$ cat src/rtl/irpsd_pkg.sv
// Shared types, constants and window-match helpers for the IR pulse/space decoder.
// Depends on nothing; used by ir_pulse_space_decoder_core.
`timescale 1ns / 1ps
`default_nettype none

package irpsd_pkg;

  // Field and storage widths
  localparam int unsigned DURATION_BITS = 16;
  localparam int unsigned WORD_BITS     = 32;
  localparam int unsigned DATA_BITS     = 32;
  localparam int unsigned COUNT_BITS    = 6;
  localparam int unsigned STATE_BITS    = 3;
  localparam int unsigned ADDR_BITS     = 5;
  localparam int unsigned APB_DATA_BITS = 32;

  localparam logic [COUNT_BITS-1:0] FRAME_BITS_RESET = COUNT_BITS'(32);

  // Request opcodes
  localparam logic OP_EDGE    = 1'b0;
  localparam logic OP_RESTART = 1'b1;

  // Register indexes (word address)
  localparam logic [2:0] REG_HDR_FIRST  = 3'd0;
  localparam logic [2:0] REG_HDR_SECOND = 3'd1;
  localparam logic [2:0] REG_ONE_PULSE  = 3'd2;
  localparam logic [2:0] REG_ONE_SPACE  = 3'd3;
  localparam logic [2:0] REG_ZERO_PULSE = 3'd4;
  localparam logic [2:0] REG_ZERO_SPACE = 3'd5;
  localparam logic [2:0] REG_FRAME_BITS = 3'd6;

  // Reported receiver state codes
  localparam logic [STATE_BITS-1:0] RX_IDLE        = 3'd0;
  localparam logic [STATE_BITS-1:0] RX_HDR_FIRST   = 3'd1;
  localparam logic [STATE_BITS-1:0] RX_HDR_SECOND  = 3'd2;
  localparam logic [STATE_BITS-1:0] RX_FIRST_EDGE  = 3'd3;
  localparam logic [STATE_BITS-1:0] RX_SECOND_EDGE = 3'd4;
  localparam logic [STATE_BITS-1:0] RX_DONE        = 3'd5;
  localparam logic [STATE_BITS-1:0] RX_REJECTED    = 3'd6;

  // Receiver state, one-hot
  typedef enum logic [6:0] {
    ST_IDLE        = 7'b0000001,
    ST_HDR_FIRST   = 7'b0000010,
    ST_HDR_SECOND  = 7'b0000100,
    ST_FIRST_EDGE  = 7'b0001000,
    ST_SECOND_EDGE = 7'b0010000,
    ST_DONE        = 7'b0100000,
    ST_REJECTED    = 7'b1000000
  } rx_state_e;

  typedef struct packed {
    logic                     op;
    logic [DURATION_BITS-1:0] duration;
  } edge_req_t;

  typedef struct packed {
    logic [STATE_BITS-1:0] rx_state;
    logic [DATA_BITS-1:0]  data_word;
    logic [COUNT_BITS-1:0] bits_received;
    logic                  frame_done;
    logic                  frame_rejected;
  } frame_res_t;

  // Header check: nominal strictly within +/- nominal/8 of the measurement
  function automatic logic hdr_match(input logic [DURATION_BITS-1:0] nominal,
                                     input logic [DURATION_BITS-1:0] meas);
    logic [DURATION_BITS:0] n;
    logic [DURATION_BITS:0] m;
    logic [DURATION_BITS:0] t;
    n = {1'b0, nominal};
    m = {1'b0, meas};
    t = {4'b0, nominal[DURATION_BITS-1:3]};
    return (n < m + t) && (n + t > m);
  endfunction

  // Bit check: nominal strictly within +/- meas/4 of the measurement
  function automatic logic bit_match(input logic [DURATION_BITS-1:0] nominal,
                                     input logic [DURATION_BITS-1:0] meas);
    logic [DURATION_BITS:0] n;
    logic [DURATION_BITS:0] m;
    logic [DURATION_BITS:0] t;
    n = {1'b0, nominal};
    m = {1'b0, meas};
    t = {3'b0, meas[DURATION_BITS-1:2]};
    return (n < m + t) && (n + t > m);
  endfunction

  // Map the one-hot state to its reported code
  function automatic logic [STATE_BITS-1:0] state_code(input rx_state_e st);
    logic [STATE_BITS-1:0] code;
    unique case (st)
      ST_IDLE:        code = RX_IDLE;
      ST_HDR_FIRST:   code = RX_HDR_FIRST;
      ST_HDR_SECOND:  code = RX_HDR_SECOND;
      ST_FIRST_EDGE:  code = RX_FIRST_EDGE;
      ST_SECOND_EDGE: code = RX_SECOND_EDGE;
      ST_DONE:        code = RX_DONE;
      ST_REJECTED:    code = RX_REJECTED;
      default:        code = RX_IDLE;
    endcase
    return code;
  endfunction

endpackage

`default_nettype wire

$ cat src/rtl/ir_pulse_space_decoder_core.sv
// Pipeline: a request accepted into the input register is decoded from there into the
// state and result register, and its result then stays on the port until it is taken;
// with no stall on the result side one request is taken every cycle, set by the single
// decode pass between the two registers.
// Reset (rst_ni low, asynchronous) empties both stages, returns the receiver to idle
// with a cleared word and count, and loads the registers with their reset values.
// Top level of the IR pulse/space decoder: APB registers, input stage, decode, result.
// Depends on irpsd_pkg.
`timescale 1ns / 1ps
`default_nettype none

module ir_pulse_space_decoder_core
  import irpsd_pkg::*;
(
  input  wire logic                     clk_i,
  input  wire logic                     rst_ni,
  // edge request channel
  input  wire logic                     in_valid_i,
  output logic                          in_ready_o,
  input  wire edge_req_t                in_req_i,
  // frame result channel
  output logic                          out_valid_o,
  input  wire logic                     out_ready_i,
  output frame_res_t                    out_res_o,
  // register port
  input  wire logic                     psel,
  input  wire logic                     penable,
  input  wire logic                     pwrite,
  input  wire logic [ADDR_BITS-1:0]     paddr,
  input  wire logic [APB_DATA_BITS-1:0] pwdata,
  output logic [APB_DATA_BITS-1:0]      prdata,
  output logic                          pready
);

  // Register file
  logic [DURATION_BITS-1:0] hdr_first_q, hdr_second_q;
  logic [DURATION_BITS-1:0] one_pulse_q, one_space_q;
  logic [DURATION_BITS-1:0] zero_pulse_q, zero_space_q;
  logic [COUNT_BITS-1:0]    frame_bits_q;
  logic                     cfg_wr;
  logic [2:0]               reg_idx;

  assign pready  = 1'b1;
  assign cfg_wr  = psel && penable && pwrite;
  assign reg_idx = paddr[4:2];

  // Write the addressed register
  always_ff @(posedge clk_i or negedge rst_ni) begin
    if (!rst_ni) begin
      hdr_first_q  <= '0;
      hdr_second_q <= '0;
      one_pulse_q  <= '0;
      one_space_q  <= '0;
      zero_pulse_q <= '0;
      zero_space_q <= '0;
      frame_bits_q <= FRAME_BITS_RESET;
    end else if (cfg_wr) begin
      unique case (reg_idx)
        REG_HDR_FIRST:  hdr_first_q  <= pwdata[DURATION_BITS-1:0];
        REG_HDR_SECOND: hdr_second_q <= pwdata[DURATION_BITS-1:0];
        REG_ONE_PULSE:  one_pulse_q  <= pwdata[DURATION_BITS-1:0];
        REG_ONE_SPACE:  one_space_q  <= pwdata[DURATION_BITS-1:0];
        REG_ZERO_PULSE: zero_pulse_q <= pwdata[DURATION_BITS-1:0];
        REG_ZERO_SPACE: zero_space_q <= pwdata[DURATION_BITS-1:0];
        REG_FRAME_BITS: frame_bits_q <= pwdata[COUNT_BITS-1:0];
        default: ;
      endcase
    end
  end

  // Read back the addressed register
  always_comb begin
    prdata = '0;
    unique case (reg_idx)
      REG_HDR_FIRST:  prdata = APB_DATA_BITS'(hdr_first_q);
      REG_HDR_SECOND: prdata = APB_DATA_BITS'(hdr_second_q);
      REG_ONE_PULSE:  prdata = APB_DATA_BITS'(one_pulse_q);
      REG_ONE_SPACE:  prdata = APB_DATA_BITS'(one_space_q);
      REG_ZERO_PULSE: prdata = APB_DATA_BITS'(zero_pulse_q);
      REG_ZERO_SPACE: prdata = APB_DATA_BITS'(zero_space_q);
      REG_FRAME_BITS: prdata = APB_DATA_BITS'(frame_bits_q);
      default:        prdata = '0;
    endcase
  end

  // Input stage and handshake
  logic      in_valid_q;
  edge_req_t in_q;
  logic      out_valid_q;
  frame_res_t res_q, res_d;
  logic      advance;
  logic      step;

  assign advance    = !out_valid_q || out_ready_i;
  assign step       = in_valid_q && advance;
  assign in_ready_o = !in_valid_q || advance;

  always_ff @(posedge clk_i or negedge rst_ni) begin
    if (!rst_ni) begin
      in_valid_q <= 1'b0;
    end else if (in_ready_o) begin
      in_valid_q <= in_valid_i;
    end
  end

  // Hold the request payload
  always_ff @(posedge clk_i) begin
    if (in_ready_o && in_valid_i) begin
      in_q <= in_req_i;
    end
  end

  // Receiver state
  rx_state_e                state_q, state_d;
  logic [DURATION_BITS-1:0] held_q, held_d;
  logic [COUNT_BITS-1:0]    bit_idx_q, bit_idx_d;
  logic [WORD_BITS-1:0]     word_q, word_d;
  logic                     one_ok, zero_ok;

  assign one_ok  = bit_match(one_pulse_q, held_q) && bit_match(one_space_q, in_q.duration);
  assign zero_ok = bit_match(zero_pulse_q, held_q) && bit_match(zero_space_q, in_q.duration);

  // Decode one edge
  always_comb begin
    state_d   = state_q;
    held_d    = held_q;
    bit_idx_d = bit_idx_q;
    word_d    = word_q;
    if (step) begin
      if (in_q.op == OP_RESTART) begin
        state_d   = ST_IDLE;
        held_d    = '0;
        bit_idx_d = '0;
        word_d    = '0;
      end else begin
        unique case (state_q)
          ST_IDLE:       state_d = ST_HDR_FIRST;
          ST_HDR_FIRST:  state_d = hdr_match(hdr_first_q, in_q.duration) ?
                                   ST_HDR_SECOND : ST_REJECTED;
          ST_HDR_SECOND: state_d = hdr_match(hdr_second_q, in_q.duration) ?
                                   ST_FIRST_EDGE : ST_REJECTED;
          ST_FIRST_EDGE: begin
            held_d  = in_q.duration;
            state_d = ST_SECOND_EDGE;
          end
          ST_SECOND_EDGE: begin
            if (bit_idx_q < frame_bits_q) begin
              if (one_ok || zero_ok) begin
                word_d    = {word_q[WORD_BITS-2:0], (held_q > in_q.duration)};
                bit_idx_d = bit_idx_q + COUNT_BITS'(1);
                state_d   = ST_FIRST_EDGE;
              end else begin
                state_d = ST_REJECTED;
              end
            end else begin
              state_d = ST_DONE;
            end
          end
          ST_DONE, ST_REJECTED: ;
          default: state_d = ST_IDLE;
        endcase
      end
    end
  end

  // Build the result from the state after the step
  always_comb begin
    res_d.rx_state       = state_code(state_d);
    res_d.data_word      = word_d[DATA_BITS-1:0];
    res_d.bits_received  = bit_idx_d;
    res_d.frame_done     = (state_d == ST_DONE);
    res_d.frame_rejected = (state_d == ST_REJECTED);
  end

  always_ff @(posedge clk_i or negedge rst_ni) begin
    if (!rst_ni) begin
      state_q     <= ST_IDLE;
      held_q      <= '0;
      bit_idx_q   <= '0;
      word_q      <= '0;
      out_valid_q <= 1'b0;
    end else begin
      state_q   <= state_d;
      held_q    <= held_d;
      bit_idx_q <= bit_idx_d;
      word_q    <= word_d;
      if (advance) begin
        out_valid_q <= in_valid_q;
      end
    end
  end

  // Load the result register
  always_ff @(posedge clk_i) begin
    if (step) begin
      res_q <= res_d;
    end
  end

  assign out_valid_o = out_valid_q;
  assign out_res_o   = res_q;

`ifndef ASSERT_OFF
  // A finished frame stays done until a restart is decoded
  a_done_sticky: assert property (@(posedge clk_i) disable iff (!rst_ni)
    (state_q == ST_DONE && !(step && in_q.op == OP_RESTART)) |=> state_q == ST_DONE)
    else $error("done state left without restart");

  // The bit count only advances by one or clears
  a_count_step: assert property (@(posedge clk_i) disable iff (!rst_ni)
    (bit_idx_q != $past(bit_idx_q)) |->
      (bit_idx_q == $past(bit_idx_q) + COUNT_BITS'(1) || bit_idx_q == '0))
    else $error("bit count jumped");

  // State changes only when a request is decoded
  a_state_on_step: assert property (@(posedge clk_i) disable iff (!rst_ni)
    !step |=> $stable(state_q))
    else $error("state changed without a request");

  // Done and rejected are never reported together
  a_flags_exclusive: assert property (@(posedge clk_i) disable iff (!rst_ni)
    out_valid_o |-> !(out_res_o.frame_done && out_res_o.frame_rejected))
    else $error("done and rejected both set");
`endif

endmodule

`default_nettype wire

$ cat config.mk
export PLATFORM = sky130hd
export DESIGN_NAME = ir_pulse_space_decoder_core
export DESIGN_NICKNAME = d
export VERILOG_FILES = /design/src/rtl/irpsd_pkg.sv /design/src/rtl/ir_pulse_space_decoder_core.sv
export SDC_FILE = /design/constraint.sdc
export NUM_CORES = 1
export LEC_CHECK = 0
export ABC_AREA = 1
export BUFFER_PORTS_ARGS = -buffer_cell sky130_fd_sc_hd__buf_4
export CAP_MARGIN = 5
export CORE_ASPECT_RATIO = 1.5
export CORE_MARGIN = 2
export CORE_UTILIZATION = 60
export CTS_CLUSTER_SIZE = 8
export DETAILED_ROUTE_END_ITERATION = 10
export PLACE_DENSITY = 0.75
export SETUP_SLACK_MARGIN = 0.15
export SYNTH_ARGS = -nofsm -noshare
export SYNTH_HDL_FRONTEND = slang
export SYNTH_SLANG_ARGS = --single-unit
$ cat constraint.sdc
create_clock -name clk_i -period 4.56 [get_ports clk_i]
set_input_delay 0.912 -clock clk_i [delete_from_list [all_inputs] [get_ports clk_i]]
set_output_delay 0.912 -clock clk_i [all_outputs]
set_load 0.005 [all_outputs]
==> summary.txt <==
Synthesis
  – Gate Count Post-Synth: 2671
  – Syn avg cell area: 7.69 um^2
  – Number of synthesized flops with an enable pin: 60
  – Netlist cell types: 50
  – Yosys warnings: 0
  – Sequential area share after synthesis: 28.9%
  – Post-Syn Area: 20500 um^2
  – Synthesized flop and latch total: 225
  – Primary FF master, synth: dfrtp_1
  – Asr flop ratio synth: 73.3%

Clocking
  – Clock tree buffer depth: 3
  – CTS Buf Count: 34
  – Clk pin slew, worst setup/hold paths: 50 ps
  – Cts hold-fix bufs: 0
  – TritonCTS clock tree: yes
  – H-tree depth: 2
  – CTS root buffer: clkbuf_16
  – Clock insertion delay at the later pin of the skew report: 520 ps
  – Clock sink count: 225

Run
  – MaxCap Viol Count: 0

Route
  – Pre-antenna DRT Iters: 5
  – DR vias: 20900
  – DRC: 0
  – Routed Antenna Nets: 0
  – Final wirelength: 74500 um
  – 1st-iter DRT viols: 1437
  – DR WL/cell: 21.7 um
  – Vias per cell: 6.07

Pwr
  – Net Sw Power: 4530 uW
  – PwrDens: 421 nW/um^2
  – Share of total power in the clock network: 22.4%
  – Part of the power in registers: 25.8%
  – Int Pwr: 6120 uW
  – Combinational Power Share: 51.9%
  – Sw Ratio: 42.5%
  – LEAKAGE: 0.0128 uW
  – Worst IR Drop VDD: 0.422 mV

Placement
  – Port bufs: 103
  – HPWL Detailed: 58800 um
  – Place WS: -333 ps
  – Gpl congestion: 1.03
  – DP Area: 23100 um^2

Status
  – Failing checks: setup timing
  – Status: finished with violations

Global routing
  – Vias in the first global route: 21100
  – Initial antenna violation count: 2
  – Largest net degree at the start of global routing: 73
  – Gr usage total: 41.2%
  – First-pass GRT wire length: 112000 um
  – Gr ovfl total: 0

Critical path
  – CP Capture Type: flop
  – Worst r2r path cells: 32
  – RR Endpoint: out_res_o[4]$_DFFE_PP_
  – Worst path max stage delay: 410 ps
  – Critical path class: flop to flop
  – Crit path DAT: 4900 ps
  – CP most frequent cell: nand2_1
  – CP Launch Type: flop
  – Slowest CP cell: dfrtp_1
  – FF-to-FF setup slack: -80 ps
  – Worst-path fanout max: 7
  – Crit path required time: 4820 ps
  – Worst reg2reg startpoint: held_q[2]$_DFFE_PN0P_

Final layout
  – Fillers: 2650
  – Layout area overhead: 23.3%
  – Final Util: 74.6%
  – Most frequent cells in the layout: nand2_1 (569), ha_1 (326), inv_1 (324), buf_4 (317), a21oi_1 (239)
  – Layout cells sized above 1: 18.3%
  – Nets@finish: 3415
  – Leading cell type in the layout, fill and taps excluded: nand2_1
  – Design area: 25300 um^2

Floorplan
  – Core Rows: 83
  – Die Ht: 231 um
  – I/O Pins: 139
  – Core Region: 34000 um^2
  – DIE WIDTH: 155 um
  – Initial Util: 60.5%
  – Die ar.: 35800 um^2

STA
  – Tcrit/Tclk final: 102%
  – TNS Setup: -1030 ps
  – Final Hold Viols: 0
  – Slew Viols, Final: 0
  – Final hold slack: 349 ps
  – Final setup violation count: 34
  – F_max: 216 MHz
  – Unrepaired setup endpoints after global routing: yes
  – Slew HR: 26.5%
  – Clk_skew: 22.9 ps
  – Minimum clock period: 4640 ps
  – Worst-margin pin slew: 1100 ps
  – Final setup margin: -77.5 ps

Hold path
  – Hold Path Class: input pin to asynchronous set/reset pin
logic make-up (layout without fill, tap and decap cells):
| group | Yosys count | in the layout | synth area share (%) |
|---|---|---|---|
| other | 2 | 19 | 0.0366 |
| xor gates and xnor gates | 142 | 142 | 6.05 |
| and+or+nand+nor | 927 | 928 | 18.6 |
| AOI/OAI and AO/OA | 622 | 622 | 16.8 |
| DFF | 225 | 225 | 28.9 |
| buffers and inverters | 399 | 726 | 7.65 |
| adders and majority gates | 354 | 354 | 21.9 |
flip-flops by register name, summed over array words and instances, names as in the netlist:
name          flops
out_valid_o       1
hdr_first_q      16
one_space_q      16
held_q           16
bit_idx_q         6
zero_pulse_q     16
out_res_o        43
in_q             17
word_q           32
hdr_second_q     16
frame_bits_q      6
zero_space_q     16
one_pulse_q      16
in_valid_q        1
state_q           7
power groups by stage:
stage               sequential, uW  combinational [uW]  clock, uW
CTS                           2720                5320       2370
floorplan                     2610                3340          0
detailed placement            2740                5070          0
global placement              2740                4890          0
global route                  2760                6140       2460
finish                        2740                5520       2380
worst max-delay path, delay by kind of cell (launching register included):
family | cells | cell delay (ps)
AND/OR/NAND/NOR | 17 | 1750
adder cells (fa/ha/maj) | 3 | 860
XOR/XNOR | 1 | 130
AO/OA/AOI/OAI | 6 | 710
flip-flops | 1 | 410
buffers and inverters | 5 | 530
area by class of cell:
| class | instances | area, um^2 | share of cell area, % |
|---|---|---|---|
| antenna | 2 | 5.00 | 0.0198 |
| clock inverter | 1 | 8.76 | 0.0346 |
| inverter | 335 | 1260 | 4.97 |
| sequential | 225 | 5940 | 23.4 |
| multi-input combinational | 2063 | 13900 | 55.0 |
| timing repair buffer | 341 | 2680 | 10.6 |
| tap | 425 | 532 | 2.10 |
| clock buffer | 49 | 971 | 3.83 |
per-layer routing:
layer,track usage (%),vias up,wire [um]
li1,-,9750,-
met1,41.1,9778,24500
met2,71.5,988,36200
met3,6.70,369,5200
met4,39.9,0,8680
met5,0,-,0
synthesized netlist by cell type, types with 52 or more instances:
cell / instances / area (um^2)
inv_1: 328 / 1230
nor3_1: 52 / 260
edfxtp_1: 60 / 1800
o21ai_0: 158 / 791
xor2_1: 95 / 832
nand3_1: 80 / 400
dfrtp_1: 163 / 4080
o21ai_1: 56 / 280
nand2_1: 583 / 2190
a21oi_1: 265 / 1330
ha_1: 344 / 4300
nor2_1: 155 / 582
through the flow:
stage          total power [uW]  cells
2_1_floorplan              5940   2686
3_3_place_gp               7630   3349
3_5_place_dp               7810   3349
4_1_cts                   10400   3424
5_1_grt                   11400   3439
6_report                  10700   3441
worst max path at each step:
stage | startpoint | end | slack [ps] | cells past startpoint
floorplan | held_q[2]$_DFFE_PN0P_ | out_res_o[3]$_DFFE_PP_ | 520 | 33
global placement | held_q[2]$_DFFE_PN0P_ | out_res_o[40]$_DFFE_PP_ | -230 | 37
detailed placement | held_q[3]$_DFFE_PN0P_ | out_res_o[5]$_DFFE_PP_ | -330 | 35
CTS | in_q[7]$_DFFE_PP_ | out_res_o[40]$_DFFE_PP_ | 80 | 31
global route | held_q[2]$_DFFE_PN0P_ | out_res_o[5]$_DFFE_PP_ | -300 | 32
finish | held_q[2]$_DFFE_PN0P_ | out_res_o[4]$_DFFE_PP_ | -80 | 32
timing repair:
| item | 4_1_cts | 5_1_grt |
|---|---|---|
| resized for setup | 107 | 106 |
| pin swaps | 58 | 51 |
| cloned | 2 | 0 |
| buffers inserted | 23 | 15 |
| setup endpoints to repair | 83 | 83 |
Note: power is estimated with default switching activity, not from simulation.
